==> src/design/swsum_pkg.sv <==
// ---------------------------------------------------------------------------
// swsum_pkg
// Shared widths, the window reset value and the command word passed from the
// classifier to the accumulator of the sliding window sum core.
// ---------------------------------------------------------------------------
package swsum_pkg;

   localparam int SAMPLE_W       = 16;
   localparam int SUM_W          = 22;
   localparam int WIN_W          = 7;
   localparam int DEF_MAX_WINDOW = 64;
   localparam int QUEUE_DEPTH    = 4;

   localparam logic [WIN_W-1:0] WINDOW_RESET = WIN_W'(3);

   // one classified beat: what the accumulator has to do with it
   typedef struct packed {
      logic [SAMPLE_W-1:0] sample;
      logic [SAMPLE_W-1:0] old_sample;
      logic                sub_en;
      logic                add_en;
      logic                emit;
      logic                last;
   } op_type;

endpackage

==> src/design/swsum_front.sv <==
// ---------------------------------------------------------------------------
// swsum_front
// Accepts sample beats, keeps the window length, ring write pointer and fill
// count, stores samples in the ring and fetches the sample leaving the window.
// ---------------------------------------------------------------------------
module swsum_front #(
   parameter int MAX_WINDOW = swsum_pkg::DEF_MAX_WINDOW
) (
   input  logic                           clock,
   input  logic                           reset,
   input  logic                           csr_write_en,
   input  logic [swsum_pkg::WIN_W-1:0]    csr_window_len,
   input  logic                           req_valid,
   output logic                           req_stall,
   input  logic [swsum_pkg::SAMPLE_W-1:0] req_sample,
   input  logic                           req_end_of_array,
   output logic                           op_valid,
   output swsum_pkg::op_type              op,
   input  logic                           op_stall
);
   import swsum_pkg::*;

   localparam int AW = (MAX_WINDOW > 1) ? $clog2(MAX_WINDOW) : 1;
   localparam int DW = (AW + 1 > WIN_W) ? AW + 1 : WIN_W;

   logic [SAMPLE_W-1:0] ring_mem [MAX_WINDOW];

   logic [WIN_W-1:0]    window_ff;
   logic [AW-1:0]       wp_ff, wp_in;
   logic [WIN_W-1:0]    cnt_ff, cnt_in;
   logic                s1_valid_ff, s1_valid_in;
   op_type              s1_op_ff, s1_op_in;
   logic [SAMPLE_W-1:0] rd_data_ff;

   logic [WIN_W-1:0]    win_k;
   logic [AW-1:0]       old_addr;
   logic [DW-1:0]       wp_ext, k_ext;
   logic                accept, window_full, store_en;

   assign req_stall = s1_valid_ff && op_stall;
   assign accept    = req_valid && !req_stall;

   // window length saturated at the ring depth
   always_comb begin
      if (int'(window_ff) > MAX_WINDOW) begin
         win_k = WIN_W'(MAX_WINDOW);
      end else begin
         win_k = window_ff;
      end
   end

   always_comb begin
      wp_ext = DW'(wp_ff);
      k_ext  = DW'(win_k);
      if (wp_ext >= k_ext) begin
         old_addr = AW'(wp_ext - k_ext);
      end else begin
         old_addr = AW'(wp_ext + DW'(MAX_WINDOW) - k_ext);
      end
   end

   always_comb begin
      window_full = cnt_ff >= win_k;
      store_en    = win_k != '0;
      wp_in       = wp_ff;
      cnt_in      = cnt_ff;
      s1_op_in.sample     = req_sample;
      s1_op_in.old_sample = '0;
      s1_op_in.sub_en     = 1'b0;
      s1_op_in.add_en     = 1'b0;
      s1_op_in.emit       = 1'b0;
      s1_op_in.last       = req_end_of_array;
      if (store_en) begin
         s1_op_in.sub_en = window_full;
         s1_op_in.add_en = 1'b1;
         if (!window_full) begin
            cnt_in = cnt_ff + 1'b1;
         end
         s1_op_in.emit = (cnt_in >= win_k) || req_end_of_array;
         if (wp_ff == AW'(MAX_WINDOW - 1)) begin
            wp_in = '0;
         end else begin
            wp_in = wp_ff + 1'b1;
         end
      end
      if (req_end_of_array) begin
         wp_in  = '0;
         cnt_in = '0;
      end
   end

   always_comb begin
      if (accept) begin
         s1_valid_in = 1'b1;
      end else if (!op_stall) begin
         s1_valid_in = 1'b0;
      end else begin
         s1_valid_in = s1_valid_ff;
      end
   end

   always_ff @(posedge clock) begin
      if (reset) begin
         window_ff   <= WINDOW_RESET;
         wp_ff       <= '0;
         cnt_ff      <= '0;
         s1_valid_ff <= 1'b0;
      end else begin
         if (csr_write_en) begin
            window_ff <= csr_window_len;
         end
         if (accept) begin
            wp_ff  <= wp_in;
            cnt_ff <= cnt_in;
         end
         s1_valid_ff <= s1_valid_in;
      end
   end

   // ring: at most one write, one registered read per beat
   always_ff @(posedge clock) begin
      if (accept) begin
         s1_op_ff   <= s1_op_in;
         rd_data_ff <= ring_mem[old_addr];
         if (store_en) begin
            ring_mem[wp_ff] <= req_sample;
         end
      end
   end

   assign op_valid = s1_valid_ff;

   always_comb begin
      op            = s1_op_ff;
      op.old_sample = rd_data_ff;
   end

endmodule

==> src/design/swsum_queue.sv <==
// ---------------------------------------------------------------------------
// swsum_queue
// Short FIFO of classified beats between the classifier and the accumulator.
// ---------------------------------------------------------------------------
module swsum_queue #(
   parameter int DEPTH = swsum_pkg::QUEUE_DEPTH
) (
   input  logic              clock,
   input  logic              reset,
   input  logic              push,
   input  swsum_pkg::op_type push_op,
   output logic              full,
   input  logic              pop,
   output logic              head_valid,
   output swsum_pkg::op_type head_op
);
   import swsum_pkg::*;

   localparam int PW = (DEPTH > 1) ? $clog2(DEPTH) : 1;
   localparam int CW = $clog2(DEPTH + 1);

   op_type         slot_ff [DEPTH];
   logic [PW-1:0]  wr_ptr_ff, rd_ptr_ff;
   logic [CW-1:0]  count_ff;
   logic           do_push, do_pop;

   assign full       = count_ff == CW'(DEPTH);
   assign head_valid = count_ff != '0;
   assign head_op    = slot_ff[rd_ptr_ff];
   assign do_push    = push && !full;
   assign do_pop     = pop && head_valid;

   always_ff @(posedge clock) begin
      if (reset) begin
         wr_ptr_ff <= '0;
         rd_ptr_ff <= '0;
         count_ff  <= '0;
      end else begin
         if (do_push) begin
            wr_ptr_ff <= (wr_ptr_ff == PW'(DEPTH - 1)) ? '0 : wr_ptr_ff + 1'b1;
         end
         if (do_pop) begin
            rd_ptr_ff <= (rd_ptr_ff == PW'(DEPTH - 1)) ? '0 : rd_ptr_ff + 1'b1;
         end
         if (do_push && !do_pop) begin
            count_ff <= count_ff + 1'b1;
         end else if (do_pop && !do_push) begin
            count_ff <= count_ff - 1'b1;
         end
      end
   end

   always_ff @(posedge clock) begin
      if (do_push) begin
         slot_ff[wr_ptr_ff] <= push_op;
      end
   end

endmodule

==> src/design/swsum_back.sv <==
// ---------------------------------------------------------------------------
// swsum_back
// Accumulator: applies at most one add and one subtract per beat to the running
// total and registers the window sum for the result channel.
// ---------------------------------------------------------------------------
module swsum_back (
   input  logic                        clock,
   input  logic                        reset,
   input  logic                        head_valid,
   input  swsum_pkg::op_type           head_op,
   output logic                        pop,
   output logic                        rsp_valid,
   input  logic                        rsp_stall,
   output logic [swsum_pkg::SUM_W-1:0] rsp_window_sum,
   output logic                        rsp_last_sum
);
   import swsum_pkg::*;

   logic [SUM_W-1:0] total_ff, total_in;
   logic [SUM_W-1:0] sum_sub, sum_add;
   logic [SUM_W-1:0] old_ext, new_ext;
   logic             rsp_valid_ff, rsp_valid_in;
   logic [SUM_W-1:0] rsp_sum_ff;
   logic             rsp_last_ff;
   logic             out_free;

   assign out_free = !rsp_valid_ff || !rsp_stall;
   // beats that produce no result drain even while the output is held
   assign pop      = head_valid && (!head_op.emit || out_free);

   always_comb begin
      old_ext = {{(SUM_W - SAMPLE_W){head_op.old_sample[SAMPLE_W-1]}}, head_op.old_sample};
      new_ext = {{(SUM_W - SAMPLE_W){head_op.sample[SAMPLE_W-1]}}, head_op.sample};
      sum_sub = head_op.sub_en ? total_ff - old_ext : total_ff;
      sum_add = head_op.add_en ? sum_sub + new_ext : sum_sub;
      total_in = head_op.last ? '0 : sum_add;
   end

   always_comb begin
      if (pop && head_op.emit) begin
         rsp_valid_in = 1'b1;
      end else if (!rsp_stall) begin
         rsp_valid_in = 1'b0;
      end else begin
         rsp_valid_in = rsp_valid_ff;
      end
   end

   always_ff @(posedge clock) begin
      if (reset) begin
         total_ff     <= '0;
         rsp_valid_ff <= 1'b0;
      end else begin
         if (pop) begin
            total_ff <= total_in;
         end
         rsp_valid_ff <= rsp_valid_in;
      end
   end

   always_ff @(posedge clock) begin
      if (pop && head_op.emit) begin
         rsp_sum_ff  <= sum_add;
         rsp_last_ff <= head_op.last;
      end
   end

   assign rsp_valid      = rsp_valid_ff;
   assign rsp_window_sum = rsp_sum_ff;
   assign rsp_last_sum   = rsp_last_ff;

endmodule

==> src/design/sliding_window_sum_core.sv <==
// path: beat -> front register -> command queue -> accumulator result register
// throughput: one sample beat per cycle while the queue is not full, set by one ring
//   write, one ring read and one add/subtract in the accumulator per beat
// reset: synchronous; window length returns to 3, pointer, count and total clear
// ring contents are not cleared; the fill count keeps stale entries from being read
// ---------------------------------------------------------------------------
// sliding_window_sum_core
// Moving boxcar sum over arrays of signed samples, with a classifier front,
// a short command queue and an accumulator back end.
// ---------------------------------------------------------------------------
module sliding_window_sum_core #(
   parameter int MAX_WINDOW = swsum_pkg::DEF_MAX_WINDOW
) (
   input  logic                           clock,
   input  logic                           reset,
   input  logic                           csr_write_en,
   input  logic [swsum_pkg::WIN_W-1:0]    csr_window_len,
   input  logic                           req_valid,
   output logic                           req_stall,
   input  logic [swsum_pkg::SAMPLE_W-1:0] req_sample,
   input  logic                           req_end_of_array,
   output logic                           rsp_valid,
   input  logic                           rsp_stall,
   output logic [swsum_pkg::SUM_W-1:0]    rsp_window_sum,
   output logic                           rsp_last_sum
);
   import swsum_pkg::*;

   logic   op_valid, q_full, head_valid, pop;
   op_type op, head_op;

   swsum_front #(
      .MAX_WINDOW (MAX_WINDOW)
   ) u_front (
      .clock            (clock),
      .reset            (reset),
      .csr_write_en     (csr_write_en),
      .csr_window_len   (csr_window_len),
      .req_valid        (req_valid),
      .req_stall        (req_stall),
      .req_sample       (req_sample),
      .req_end_of_array (req_end_of_array),
      .op_valid         (op_valid),
      .op               (op),
      .op_stall         (q_full)
   );

   swsum_queue #(
      .DEPTH (QUEUE_DEPTH)
   ) u_queue (
      .clock      (clock),
      .reset      (reset),
      .push       (op_valid),
      .push_op    (op),
      .full       (q_full),
      .pop        (pop),
      .head_valid (head_valid),
      .head_op    (head_op)
   );

   swsum_back u_back (
      .clock          (clock),
      .reset          (reset),
      .head_valid     (head_valid),
      .head_op        (head_op),
      .pop            (pop),
      .rsp_valid      (rsp_valid),
      .rsp_stall      (rsp_stall),
      .rsp_window_sum (rsp_window_sum),
      .rsp_last_sum   (rsp_last_sum)
   );

endmodule
==> config.mk <==
export PLATFORM = sky130hd
export DESIGN_NAME = sliding_window_sum_core
export DESIGN_NICKNAME = d
export VERILOG_FILES = /design/src/design/swsum_pkg.sv /design/src/design/swsum_front.sv /design/src/design/swsum_queue.sv /design/src/design/swsum_back.sv /design/src/design/sliding_window_sum_core.sv
export SDC_FILE = /design/constraint.sdc
export NUM_CORES = 1
export LEC_CHECK = 0
export BUFFER_PORTS_ARGS = -buffer_cell sky130_fd_sc_hd__buf_2
export CAP_MARGIN = 20
export CORE_MARGIN = 3
export CORE_UTILIZATION = 36
export CTS_CLUSTER_DIAMETER = 120
export DETAILED_ROUTE_END_ITERATION = 10
export GPL_ROUTABILITY_DRIVEN = 0
export SLEW_MARGIN = 20
export SYNTH_ARGS = -nofsm -noshare
export SYNTH_HDL_FRONTEND = slang
export SYNTH_SLANG_ARGS = --single-unit
==> constraint.sdc <==
create_clock -name clock -period 7.07 [get_ports clock]
set_input_delay 0.3535 -clock clock [delete_from_list [all_inputs] [get_ports clock]]
set_output_delay 0.3535 -clock clock [all_outputs]
set_load 0.02 [all_outputs]
==> results.toml <==
[synthesis]
synthDominantCellAreaShare = 0.714
synth_fp_nets = 2635
synth_area_per_cell_um2 = 20.4
synth_flop_cell = "edfxtp_1"
synth_area_leaders = "edfxtp_1 (71%), mux4_2 (15%), dfxtp_1 (2.1%), ha_1 (1.7%), nor2_1 (0.94%)"
yosysWarnings = 0
seq_area_frac_synth = 0.735
ys_async_sr_fraction = 0
synth_common_cells = "edfxtp_1 (1,227), mux4_2 (355), nor2_1 (129)"
synthDistinctLibCells = 80
yosysMostFrequentCell = "edfxtp_1"
syn-cell-area_um2 = 51600
yosys_register_bits = 1280
synthCells = 2532
synth.largest_area_cell = "edfxtp_1"
synth-edff-count = 1227

[cells_and_area]
finalNonFillerCells = 4713
utilization = 0.416
num-fill-cells = 12400
fin_nets = 2826
diodes = 0
syn_to_final_growth_pct = 14.5
drive_gt1_frac = 0.262

[floorplanning]
die_y_um = 385
dieArea_um2 = 148000
io_pins = 54
start_util = 0.363
core_um2 = 142000
row_count = 138
die_x_um = 385

[sta]
timing.fmax_ghz = 0.174
finalCritPeriodShare = 0.812
rsz0062_at_grt = "false"
fin_tns_setup_ns = 0
slew_violations = 0
hold_viol = 0
worstMarginPinSlew_ns = 1.01
setup_viol = 0
whs_ns = 0.164
skew_ns = 0.0221
finalCriticalPeriod_ns = 5.74
maxSlewHeadroom = 0.330

[power_and_ir_drop]
seqPwrFrac = 0.416
p_comb_frac = 0.262
totalPowerFinal_mw = 21.3
p_switching_mw = 6.21
ir_drop_v = 0.000230
p_clk_frac = 0.322
leakagePower_nw = 18.9
powerDensity_nw_per_um2 = 361
switching_share = 0.291
p_int_mw = 15.1

[worst_hold_path]
hold_class = "input pin to flop"

[critical_path]
cp-start-kind = "flop"
critPathArrivalTime_ns = 6.41
cp.required_ns = 7.74
crit_fanout = 21
critPathKind = "flop to flop"
crit_path_end_kind = "flop"

[clocking]
cts_tree = "built"
cts.sinks = 1280
cts.reportedPaths.clkPinSlew_ns = 0.06
ctsLongestPathBuffers = 3
cts_resized = 0
clockRootBuffer = "clkbuf_16"
cts_buffers = 134
cts-htree-levels = 4
cts_hold_buf = 17
clock_latency_ns = 0.75
cts_setup_buffers = 0

[routing]
wirelength_mm = 118
drcViolationCount = 0
vias = 25200
ant_nets = 0
drt_iter0_markers = 2076
via_per_inst = 5.35
first_pass_iters = 5
wire_per_inst_um = 25.0

[global_route]
track_usage = 0.160
antenna_found_initial = 0
grt_pass1_wl_mm = 176
grt_pass1_vias = 26200
grt-ovfl-total = 0
grt_max_degree = 66

[placement]
dpl.cell_count = 4460
io_buffer_count = 53
dp_hpwl_mm = 69.9

[status]
status = "finished, final reports clean"

[job]
maxCapViolations = 0
[cells by family after synthesis]
group,Yosys count,synth area share
xor gates and xnor gates,49,0.00846
AOI/OAI and AO/OA,252,0.0322
muxes,402,0.164
adders and majority gates,74,0.0185
and+or+nand+nor,315,0.0288
buffers and inverters,160,0.0128
DFF,1280,0.735
[stage by stage]
| stage | area [um2] | setup WS [ns] |
|---|---|---|
| floorplan | 51600 | 1.33 |
| global placement | 54600 | 1.47 |
| detailed placement | 54600 | 1.44 |
| CTS | 59100 | 1.38 |
| global route | 59100 | 0.914 |
| finish | 59100 | 1.33 |
[power groups by stage]
stage / registers (mW) / logic (mW) / clock network (mW)
6_report: 8.86 / 5.59 / 6.85
2_1_floorplan: 9.03 / 3.92 / 0
5_1_grt: 8.89 / 6.08 / 7.32
4_1_cts: 8.88 / 5.62 / 7.01
3_5_place_dp: 9.04 / 5.58 / 0
3_3_place_gp: 9.02 / 5.46 / 0
[path summary, 6_finish.rpt]
| check | from | endpoint | slack [ns] | cells past startpoint |
|---|---|---|---|---|
| setup / recovery | flop | u_back.total_ff[21] | 1.33 | 20 |
| hold / removal | req_sample[0] | u_front.ring_mem[50][0] | 0.16 | 1 |
| setup reg to reg | flop | u_back.total_ff[21] | 1.33 | 20 |
| hold reg to reg | u_front.rd_data_ff[7] | u_queue.slot_ff[0][11] | 0.48 | 0 |
[area by class of cell]
type	count	area (um2)	area share
Sequential cell	1280	37900	0.642
Tap cell	1890	2360	0.0400
Timing Repair Buffer	174	1310	0.0221
Clock inverter	67	667	0.0113
Inverter	41	154	0.00261
Clock buffer	169	3580	0.0606
Multi-Input combinational cell	1092	13100	0.222
[cell usage in the layout (no fill, tap or decap), types with 16 or more instances in the layout]
cell type	n
buf_4	104
xor2_1	20
nand3_1	16
clkinv_1	25
ha_1	69
mux4_2	355
edfxtp_1	1227
mux2i_1	33
a21o_1	20
clkbuf_16	138
o21ai_0	41
clkbuf_1	30
dfxtp_1	51
inv_1	39
nand2_1	68
nor2_1	128
nor2b_1	26
xnor2_1	25
dlygate4sd3_1	17
a21oi_1	82
buf_2	47
clkinv_2	21
a211oi_1	20
[sequential cells by signal, summed over array words and instances (netlist names), 2 cells and up, named ones only]
name,flops
u_front.ring_mem,1024
u_queue.wr_ptr_ff,2
u_front.cnt_ff,7
u_queue.count_ff,3
u_front.rd_data_ff,16
u_queue.slot_ff,144
u_back.total_ff,22
u_queue.rd_ptr_ff,2
u_front.op,20
u_front.window_ff,7
u_back.rsp_window_sum,22
u_front.wp_ff,6
[routing by layer]
| metal | share of wire | GRT usage | vias to the layer above |
|---|---|---|---|
| met4 | 0.029 | 0.0557 | 0 |
| met5 | 0 | 0 | - |
| li1 | - | - | 10900 |
| met1 | 0.42 | 0.216 | 13300 |
| met2 | 0.49 | 0.266 | 851 |
| met3 | 0.054 | 0.0237 | 212 |
[worst max-delay path, cell delays in order, from the launching register on]
cell      delay (ns)
dfxtp_2         0.44
buf_4           0.40
mux4_2          0.59
inv_1           0.20
ha_1            0.34
nand2_1         0.16
nor2_1          0.08
a221oi_1        0.44
a21boi_0        0.29
xor2_1          0.09
o21ai_0         0.44
ha_1            0.38
nand3_1         0.17
o22ai_1         0.09
o41a_1          0.37
o22a_1          0.24
o41ai_4         0.07
mux2i_1         0.26
xor2_1          0.13
or3_1           0.39
o21ai_2         0.06
Power figures use the tool's default switching activity.
